File: config.mk
export PLATFORM = sky130hd
export DESIGN_NAME = mlfq_scheduler_top
export DESIGN_NICKNAME = d
export VERILOG_FILES = /design/src/rtl/mlfq_pkg.sv /design/src/rtl/mlfq_qmem.sv /design/src/rtl/mlfq_scheduler_top.sv
export SDC_FILE = /design/constraint.sdc
export NUM_CORES = 1
export LEC_CHECK = 0
export BUFFER_PORTS_ARGS = -buffer_cell sky130_fd_sc_hd__buf_2
export CORE_MARGIN = 2
export CORE_UTILIZATION = 63
export CTS_CLUSTER_SIZE = 28
export DETAILED_ROUTE_END_ITERATION = 7
export PLACE_DENSITY = 0.82
export SETUP_SLACK_MARGIN = 0.1
export SYNTH_ARGS = -nofsm -noshare
export SYNTH_HDL_FRONTEND = slang
export SYNTH_SLANG_ARGS = --single-unit
File: constraint.sdc
create_clock -name clk -period 6.2 [get_ports clk]
set_input_delay 0.62 -clock clk [delete_from_list [all_inputs] [get_ports clk]]
set_output_delay 0.62 -clock clk [all_outputs]
set_load 0.01 [all_outputs]
File: src/rtl/mlfq_pkg.sv
`default_nettype none
package mlfq_pkg;

  localparam int LEVELS      = 4;
  localparam int QUEUE_DEPTH = 16;
  localparam int PID_BITS    = 4;

  localparam int LVL_W   = (LEVELS > 1) ? $clog2(LEVELS) : 1;
  localparam int QPTR_W  = (QUEUE_DEPTH > 1) ? $clog2(QUEUE_DEPTH) : 1;
  localparam int CNT_W   = $clog2(QUEUE_DEPTH + 1);
  localparam int TSUM_W  = QPTR_W + 1;
  localparam int ADDR_W  = LVL_W + QPTR_W;
  localparam int MEM_DEPTH = LEVELS << QPTR_W;
  localparam int LIM_W   = (LEVELS > 4) ? LEVELS : 4;

  localparam logic [1:0] OP_TICK   = 2'd0;
  localparam logic [1:0] OP_ADMIT  = 2'd1;
  localparam logic [1:0] OP_FINISH = 2'd2;

  typedef struct packed {
    logic [1:0]          opcode;
    logic [PID_BITS-1:0] proc_id;
    logic [2:0]          admit_level;
  } in_t;

  typedef struct packed {
    logic                running_valid;
    logic [PID_BITS-1:0] running_pid;
    logic [2:0]          running_level;
    logic [3:0]          slice_used;
    logic                preempted;
    logic [PID_BITS-1:0] preempted_pid;
    logic                admit_dropped;
  } out_t;

  typedef struct packed {
    logic                we;
    logic [ADDR_W-1:0]   waddr;
    logic [PID_BITS-1:0] wdata;
    logic                re;
    logic [ADDR_W-1:0]   raddr;
  } mem_req_t;

  typedef enum logic [1:0] {
    ST_IDLE,
    ST_EXEC,
    ST_READ,
    ST_LOAD
  } state_t;

endpackage
`default_nettype wire

File: src/rtl/mlfq_qmem.sv
`default_nettype none
module mlfq_qmem (
  input  wire                        clk,
  input  wire  mlfq_pkg::mem_req_t   req,
  output logic [mlfq_pkg::PID_BITS-1:0] rdata
);
  import mlfq_pkg::*;

  logic [PID_BITS-1:0] mem [MEM_DEPTH];

  always_ff @(posedge clk) begin
    if (req.we) begin
      mem[req.waddr] <= req.wdata;
    end
    if (req.re) begin
      rdata <= mem[req.raddr];
    end
  end

endmodule
`default_nettype wire

File: src/rtl/mlfq_scheduler_top.sv
`default_nettype none
// Path through the states: admit, finish and a tick that only counts end in exec;
// a tick that dispatches goes from exec through read and load (exec and read alone
// when every queue turns out empty).
// One command at a time: busy is low again in the cycle that shows done, and no new
// command is taken while busy; the queue memory read is registered, hence the load state.
// The result is shown for one cycle with done and cannot be stalled.
// Reset (rst, synchronous) empties all queues and leaves the block idle, level 1.
module mlfq_scheduler_top (
  input  wire                  clk,
  input  wire                  rst,
  input  wire                  start,
  input  wire  mlfq_pkg::in_t  cmd_in,
  output logic                 busy,
  output logic                 done,
  output mlfq_pkg::out_t       result
);
  import mlfq_pkg::*;

  state_t              state, state_next;
  in_t                 cmd, cmd_next;
  logic                running, running_next;
  logic [PID_BITS-1:0] cur_pid, cur_pid_next;
  logic [2:0]          cur_level, cur_level_next;
  logic [3:0]          slice, slice_next;
  logic                pre, pre_next;
  logic [PID_BITS-1:0] pre_pid, pre_pid_next;
  logic                dropped, dropped_next;
  logic                done_next;
  logic [QPTR_W-1:0]   head [LEVELS];
  logic [QPTR_W-1:0]   head_next [LEVELS];
  logic [CNT_W-1:0]    fill [LEVELS];
  logic [CNT_W-1:0]    fill_next [LEVELS];

  mem_req_t            mreq;
  logic [PID_BITS-1:0] rdata;

  logic                push_en;
  logic [LVL_W-1:0]    push_idx;
  logic                push_full;
  logic [TSUM_W-1:0]   tail_sum;
  logic [QPTR_W-1:0]   tail;
  logic [2:0]          lv_c;
  logic [LIM_W-1:0]    limit;
  logic [LVL_W-1:0]    dem_idx;
  logic                adm_ok;
  logic [LVL_W-1:0]    adm_idx;
  logic                found;
  logic [LVL_W-1:0]    q;

  mlfq_qmem u_qmem (
    .clk   (clk),
    .req   (mreq),
    .rdata (rdata)
  );

  // clamp the running level, then derive slice limit, demotion target and admission index
  always_comb begin
    lv_c = cur_level;
    if (cur_level == 3'd0) begin
      lv_c = 3'd1;
    end else if ({1'b0, cur_level} > 4'(LEVELS)) begin
      lv_c = 3'(LEVELS);
    end
    limit   = LIM_W'(1) << (lv_c - 3'd1);
    dem_idx = ({1'b0, lv_c} < 4'(LEVELS)) ? LVL_W'(lv_c) : LVL_W'(lv_c - 3'd1);
    adm_ok  = (cmd.admit_level != 3'd0) && ({1'b0, cmd.admit_level} <= 4'(LEVELS));
    adm_idx = adm_ok ? LVL_W'(cmd.admit_level - 3'd1) : '0;
  end

  // lowest-index (highest-priority, level 1 first) non-empty queue
  always_comb begin
    found = 1'b0;
    q     = '0;
    for (int i = LEVELS - 1; i >= 0; i--) begin
      if (fill[i] != '0) begin
        found = 1'b1;
        q     = LVL_W'(i);
      end
    end
  end

  always_comb begin
    push_full = (fill[push_idx] == CNT_W'(QUEUE_DEPTH));
    tail_sum  = TSUM_W'(head[push_idx]) + TSUM_W'(fill[push_idx]);
    if (tail_sum >= TSUM_W'(QUEUE_DEPTH)) begin
      tail_sum = tail_sum - TSUM_W'(QUEUE_DEPTH);
    end
    tail = QPTR_W'(tail_sum);
  end

  always_comb begin
    state_next     = state;
    cmd_next       = cmd;
    running_next   = running;
    cur_pid_next   = cur_pid;
    cur_level_next = cur_level;
    slice_next     = slice;
    pre_next       = pre;
    pre_pid_next   = pre_pid;
    dropped_next   = dropped;
    done_next      = 1'b0;
    head_next      = head;
    fill_next      = fill;
    mreq           = '0;
    push_en        = 1'b0;
    push_idx       = adm_idx;

    case (state)
      ST_IDLE: begin
        if (start) begin
          cmd_next     = cmd_in;
          pre_next     = 1'b0;
          pre_pid_next = '0;
          dropped_next = 1'b0;
          state_next   = ST_EXEC;
        end
      end
      ST_EXEC: begin
        case (cmd.opcode)
          OP_TICK: begin
            if (running) begin
              if (LIM_W'(slice) >= limit) begin
                // demote and requeue, then dispatch from the updated queues
                pre_next     = 1'b1;
                pre_pid_next = cur_pid;
                running_next = 1'b0;
                push_en      = 1'b1;
                push_idx     = dem_idx;
                state_next   = ST_READ;
              end else begin
                slice_next = slice + 4'd1;
                done_next  = 1'b1;
                state_next = ST_IDLE;
              end
            end else begin
              state_next = ST_READ;
            end
          end
          OP_ADMIT: begin
            push_en      = 1'b1;
            dropped_next = push_full;
            done_next    = 1'b1;
            state_next   = ST_IDLE;
          end
          OP_FINISH: begin
            if (running) begin
              running_next   = 1'b0;
              cur_pid_next   = '0;
              cur_level_next = 3'd1;
              slice_next     = '0;
            end
            done_next  = 1'b1;
            state_next = ST_IDLE;
          end
          default: begin
            done_next  = 1'b1;
            state_next = ST_IDLE;
          end
        endcase
        if (push_en && !push_full) begin
          mreq.we             = 1'b1;
          mreq.waddr          = {push_idx, tail};
          mreq.wdata          = (cmd.opcode == OP_TICK) ? cur_pid : cmd.proc_id;
          fill_next[push_idx] = fill[push_idx] + CNT_W'(1);
        end
      end
      ST_READ: begin
        if (found) begin
          mreq.re        = 1'b1;
          mreq.raddr     = {q, head[q]};
          head_next[q]   = (head[q] == QPTR_W'(QUEUE_DEPTH - 1)) ? '0 : head[q] + QPTR_W'(1);
          fill_next[q]   = fill[q] - CNT_W'(1);
          cur_level_next = 3'(q) + 3'd1;
          slice_next     = 4'd1;
          running_next   = 1'b1;
          state_next     = ST_LOAD;
        end else begin
          if (pre) begin
            cur_pid_next   = '0;
            cur_level_next = 3'd1;
            slice_next     = '0;
          end
          done_next  = 1'b1;
          state_next = ST_IDLE;
        end
      end
      ST_LOAD: begin
        cur_pid_next = rdata;
        done_next    = 1'b1;
        state_next   = ST_IDLE;
      end
      default: begin
        state_next = ST_IDLE;
      end
    endcase
  end

  always_ff @(posedge clk) begin
    if (rst) begin
      state     <= ST_IDLE;
      running   <= 1'b0;
      cur_pid   <= '0;
      cur_level <= 3'd1;
      slice     <= '0;
      pre       <= 1'b0;
      pre_pid   <= '0;
      dropped   <= 1'b0;
      done      <= 1'b0;
      for (int i = 0; i < LEVELS; i++) begin
        head[i] <= '0;
        fill[i] <= '0;
      end
    end else begin
      state     <= state_next;
      running   <= running_next;
      cur_pid   <= cur_pid_next;
      cur_level <= cur_level_next;
      slice     <= slice_next;
      pre       <= pre_next;
      pre_pid   <= pre_pid_next;
      dropped   <= dropped_next;
      done      <= done_next;
      head      <= head_next;
      fill      <= fill_next;
    end
  end

  always_ff @(posedge clk) begin
    cmd <= cmd_next;
  end

  assign busy = (state != ST_IDLE);

  always_comb begin
    result.running_valid = running;
    result.running_pid   = running ? cur_pid : '0;
    result.running_level = cur_level;
    result.slice_used    = running ? slice : '0;
    result.preempted     = pre;
    result.preempted_pid = pre_pid;
    result.admit_dropped = dropped;
  end

endmodule
`default_nettype wire

# Yosys cells after proc, flatten, opt, wreduce, memory -nomap -nowiden
# Memories as Yosys holds them, arrays and structs flattened. A register that Yosys moved wholly into a read port is not among the register bits.
# Index checks and enable logic that the tools add are counted.
totals:
  latch_bits: 0
  output_inout_bits: 20
  in_bits: 12
  memories: 1
  ff_bits: 66
  rom_bits: 0
  ramBits: 256
  word_cells: 192
op_classes:
  n_lt_le_gt_ge: 10
  reduce_logical: 26
  bitwise: 3
  muxes: 100
  add_sub_neg: 9
  div_mod_pow: 0
  n_eq_ne: 22
  multipliers: 0
  shift: 1
mem_list:
  columns: ["name", "depth", "word_bits", "rd", "rd_clocked_by_memory_dff", "write_ports", "line_no", "source"]
  rows:
  - ["u_qmem.mem", 64, 4, 1, 1, 1, "mlfq_qmem.sv:9", "logic [PID_BITS-1:0] mem [MEM_DEPTH];"]
op_table:
  columns: ["operator", "n"]
  rows:
  - ["2-to-1 mux 4 bit", 21]
  - ["bitwise mux 20 bit", 2]
  - ["2-to-1 mux 20 bit", 2]
  - ["2-to-1 mux 5 bit", 8]
  - ["case mux 20 bit (2 select lines)", 1]
  - ["2-to-1 mux 2 bit", 16]
  - ["binary-select mux 5 bit (select 2 bit)", 3]
  - ["case mux 4 bit (2 select lines)", 3]
  - ["2-to-1 mux 11 bit", 2]
  - ["demux 5 bit (select 2 bit)", 2]
  - ["nonzero test 5 bit", 4]
  - ["2-to-1 mux 1 bit", 19]
  - ["2-to-1 mux 3 bit", 6]
  - ["binary-select mux 4 bit (select 2 bit)", 2]
  - ["bitwise mux 16 bit", 1]
  - ["!= test 2 bit (second input constant)", 8]
  - ["2-to-1 mux 7 bit", 2]
  - ["!= test 3 bit (second input constant)", 4]
  - ["case mux 4 bit (3 select lines)", 1]
  - ["case mux 1 bit (2 select lines)", 5]
  - ["AND reduction 5 bit", 2]
  - [">= comparator 3 bit (second input constant)", 3]
  - ["NOT 2 -> 3 bit", 3]
  - ["AND reduction 3 bit", 3]
  - ["34 further kinds", 48]

# Depth between registers and ports, before layout
logic_depth:
  word_depth: 22
  depth_mapped: 22
  ltp_nobuf: 20

# Cells and area by module
# A second synthesis with hierarchy kept.
unflattened:
  hier_cells: 1129
  hier_area_um2: 15381.0
modules_own_cells:
  columns: ["module", "seq_area_each_um2", "cells_each", "area_per_inst_um2", "n_inst"]
  rows:
  - ["mlfq_qmem", 7807.5, 531, 10485.1, 1]
  - ["mlfq_scheduler_top", 1411.4, 598, 4895.9, 1]

# Worst setup path before layout
# OpenSTA, ideal clock, no wires.
synth_path:
  kind: "reg-to-reg"
  start: "reg cur_level[0]"
  end: "mem u_qmem.mem[0][0] (data pin)"
  path_buffers: 1
  path_stages_with_launch: 17
  setup_ns: 0.549
  required_ns: 5.651
  synth_period_minus_slack_ns: 5.478
  path_slack_ns: 0.722
  arrival_ns: 4.929
  cell_sequence: "dfxtp_1 -> inv_1 -> a21oi_1 -> inv_1 -> ha_1 -> ha_1 -> nand2b_1 -> ha_1 -> o211ai_1 -> o21ai_1 -> nand2_1 -> mux2i_4 -> mux2i_1 -> a2111oi_4 -> a21bo_2 -> buf_2 -> a21oi_1"
synth_lines:
  columns: ["element", "line_no", "source"]
  rows:
  - ["from (decl)", "mlfq_scheduler_top.sv:24", "logic [2:0] cur_level, cur_level_next;"]
  - ["from (signal assigned)", "mlfq_scheduler_top.sv:218", "cur_level <= cur_level_next;"]
  - ["to (decl)", "mlfq_qmem.sv:9", null]

# Final worst setup path
layout_path:
  start: "reg cur_level[0]"
  end: "mem u_qmem.mem[42][1], enable pin"
layout_via:
  elab_chain_len: 22
  elab_cells_between_ends: 36
  classes_between: "add/sub (3); order compare (4); eq/ne (1); shift (1); mux (23); bitwise (1); reduce/logical (3)"
layout_rtl:
  columns: ["element", "line_no", "source"]
  rows:
  - ["> comparator 3 bit", "mlfq_scheduler_top.sv:62", "end else if ({1'b0, cur_level} > 4'(LEVELS)) begin"]
  - ["2-to-1 mux 3 bit", "mlfq_scheduler_top.sv:62", null]
  - ["2-to-1 mux 3 bit (*)", "mlfq_scheduler_top.sv:60", "if (cur_level == 3'd0) begin"]
  - ["branches (longest 15 deep; another with >= comparator 4 bit)", null, null]
  - ["2-to-1 mux 11 bit (*)", "mlfq_scheduler_top.sv:161", "if (push_en && !push_full) begin"]
  - ["2-to-1 mux 11 bit (*)", "mlfq_scheduler_top.sv:109", "case (state)"]
  - ["2-to-1 mux 1 bit", "mlfq_qmem.sv:12", "if (req.we) begin"]
  - ["2-to-1 mux 1 bit (implied by the code)", "mlfq_qmem.sv:13", "mem[req.waddr] <= req.wdata;"]
# Every way passes the cells marked *. The select of a mux whose other input is x is not followed.

==> impl_metrics.json <==
{
  "antenna_left": 0,
  "synth.distinct_cells": 94,
  "grt_setup_unrepaired": "yes",
  "cp_data_required_time_ps": 6370,
  "grt_max_degree": 65,
  "area_growth_pct": 10.0,
  "drtIter0Drc": 1632,
  "syn_nets": 1394,
  "overflow": 0,
  "arrival_ps": 5820,
  "synth_area_leaders": "edfxtp_1, dfxtp_1, nand2_1, mux2i_1, nor2_1",
  "cts_sinks": 326,
  "max_freq_mhz": 177,
  "post-route-period-util": 0.911,
  "finalWeightedCongestion": 0.960,
  "cts_root_buf": "clkbuf_16",
  "grt_pass1_vias": 11253,
  "start_kind": "flop",
  "criticalPathCategory": "flop to flop",
  "fin_ws_ps": 553,
  "async_flop_share": 0,
  "cts.hold.buffers_added": 0,
  "vias": 11758,
  "syn_inst": 1355,
  "synth_warnings": 0,
  "cts_tree": "yes",
  "clkTransAtPathRegs_ps": 60,
  "cap_violations": 0,
  "setup_viol": 0,
  "layout_commonest_cell": "edfxtp_1",
  "die_area_um2": 26000,
  "io_pins": 32,
  "die_w_um": 161,
  "ys_seq_elements": 326,
  "yosysTopAreaCell": "edfxtp_1",
  "slew_viol_final": 0,
  "cts_resized": 0,
  "fin_nets": 1425,
  "grt_util_all_layers": 0.322,
  "synth_flop_cell": "edfxtp_1",
  "tightest_slew_ps": 1290,
  "final_core_util": 0.706,
  "relSlewSlack": 0.131,
  "post_cts_buffers": 0,
  "ir_worst_vdd_mv": 0.292,
  "synth_edf_count": 269,
  "dp_hpwl_um": 27000,
  "post_drt_wl_per_cell_um": 24.1,
  "row_count": 57,
  "avgSynthCellArea_um2": 11.5,
  "wirelength_um": 41700,
  "grt_pass1_wl_um": 63900,
  "pre_cts_ws_ps": 689,
  "drive_gt1_frac": 0.139,
  "numCtsBuffers": 34,
  "drcViolationCount": 0,
  "die_h_um": 161,
  "vias_per_cell": 6.78,
  "power.leakage_uw": 0.00592,
  "fin_crit_ps": 5650,
  "clock_latency_ps": 520,
  "h-tree-depth": 2,
  "cp-end-kind": "flop",
  "cts_buffer_depth": 3,
  "final_cell_mix": "edfxtp_1, nand2_1, nor2_1",
  "tns_ps": 0,
  "status": "completed",
  "fin_skew_ps": 13.7,
  "portBuffers": 31,
  "worst-path-max-fanout": 14,
  "antennaDiodeCount": 0,
  "synth-seq-area-share": 0.591,
  "synth_top_area_share": 0.518,
  "hp-class": "primary input to flop",
  "core_area_um2": 24300,
  "grt_antenna_before_repair": 0,
  "powerDensity_nw_per_um2": 272,
  "final-hold-violation-count": 0,
  "syn_area_um2": 15600,
  "initial_utilization": 0.641,
  "firstDrtPassIters": 6
}
[routing by layer]
layer,vias to the layer above,wire [um],global-route usage
met5,-,0,0.00758
met1,5551,15300,0.419
met3,214,4790,0.0701
li1,5172,-,-
met2,821,19100,0.503
met4,0,2500,0.184
[flip-flops by register name, indices dropped and copies added (netlist names)]
| signal | flops |
|---|---|
| cmd | 9 |
| u_qmem.rdata | 4 |
| pre | 1 |
| dropped | 1 |
| running | 1 |
| done | 1 |
| fill | 20 |
| state | 2 |
| cur_level | 3 |
| pre_pid | 4 |
| head | 16 |
| u_qmem.mem | 256 |
| slice | 4 |
| cur_pid | 4 |
[power breakdown]
group / leakage [uW] / total [uW] / internal (uW) / switching [uW]
sequential: 0.00290 / 2390 / 2370 / 21.6
clock: 0.000506 / 1890 / 1060 / 833
combinational: 0.00251 / 385 / 115 / 270
[final timing paths]
check / from / to / slack (ps) / cells past startpoint
setup / recovery: cur_level[0]$_SDFFE_PP1P_ / u_qmem.mem[42][1]$_DFFE_PP_ / 550 / 22
hold / removal: cmd_in[8] / cmd[8]$_DFFE_PP_ / 280 / 1
setup reg to reg: cur_level[0]$_SDFFE_PP1P_ / u_qmem.mem[42][1]$_DFFE_PP_ / 550 / 22
hold reg to reg: pre_pid[3]$_SDFFE_PP0P_ / pre_pid[3]$_SDFFE_PP0P_ / 450 / 2
[cells in the mapped netlist (all sizes together), types with 10 or more instances]
cell type	number
edfxtp	269
nand2	175
nor2	150
a21oi	72
nand3	67
mux2i	58
dfxtp	57
o21ai	52
nor3	47
buf	40
inv	28
a211oi	27
ha	26
clkbuf	23
mux2	22
a31oi	18
and2	18
and3	18
o221a	13
o22ai	11
o221ai	10
or3	10
[cell families after synthesis]
family                   count (synthesis)  share of synthesized area
AND/OR/NAND/NOR                        527                      0.163
flip-flops                             326                      0.591
multiplexers                            81                     0.0562
AO/OA/AOI/OAI                          291                      0.134
buffers and inverters                   91                     0.0272
XOR/XNOR                                12                    0.00674
adder cells (fa/ha/maj)                 27                     0.0221
[layout make-up]
cell class,instances,area [um^2]
clock inverter,23,168
sequential,326,9220
clock buffer,38,866
multi-input combinational,938,6010
fill,1714,7160
tap,324,405
timing repair buffer,58,383
inverter,28,105
[worst max-delay path, cell delays in order, from the launching register on]
cell      delay, ps
dfxtp_1         360
inv_1            50
a21oi_1         240
inv_1           100
ha_1            190
ha_1            300
nand2b_1        150
ha_1            270
o211ai_1        100
o21a_1          270
o21ai_2         440
nand2_1         140
buf_4           200
a211oi_1        240
a31oi_1         110
ha_1            330
a21o_1          150
a21oi_1         170
xnor2_1         210
xor2_1          210
buf_4           210
nand3_1         380
nor2_1          480
[stage by stage]
stage	hold slack (ps)	instances	total power, uW	area, um^2
global placement	442	1674	2810	16100
detailed placement	444	1674	2810	16100
floorplan	446	1355	2690	15600
CTS	266	1735	4680	17200
global route	272	1735	4800	17200
finish	278	1735	4670	17200
(Power assumes the default switching activity.)
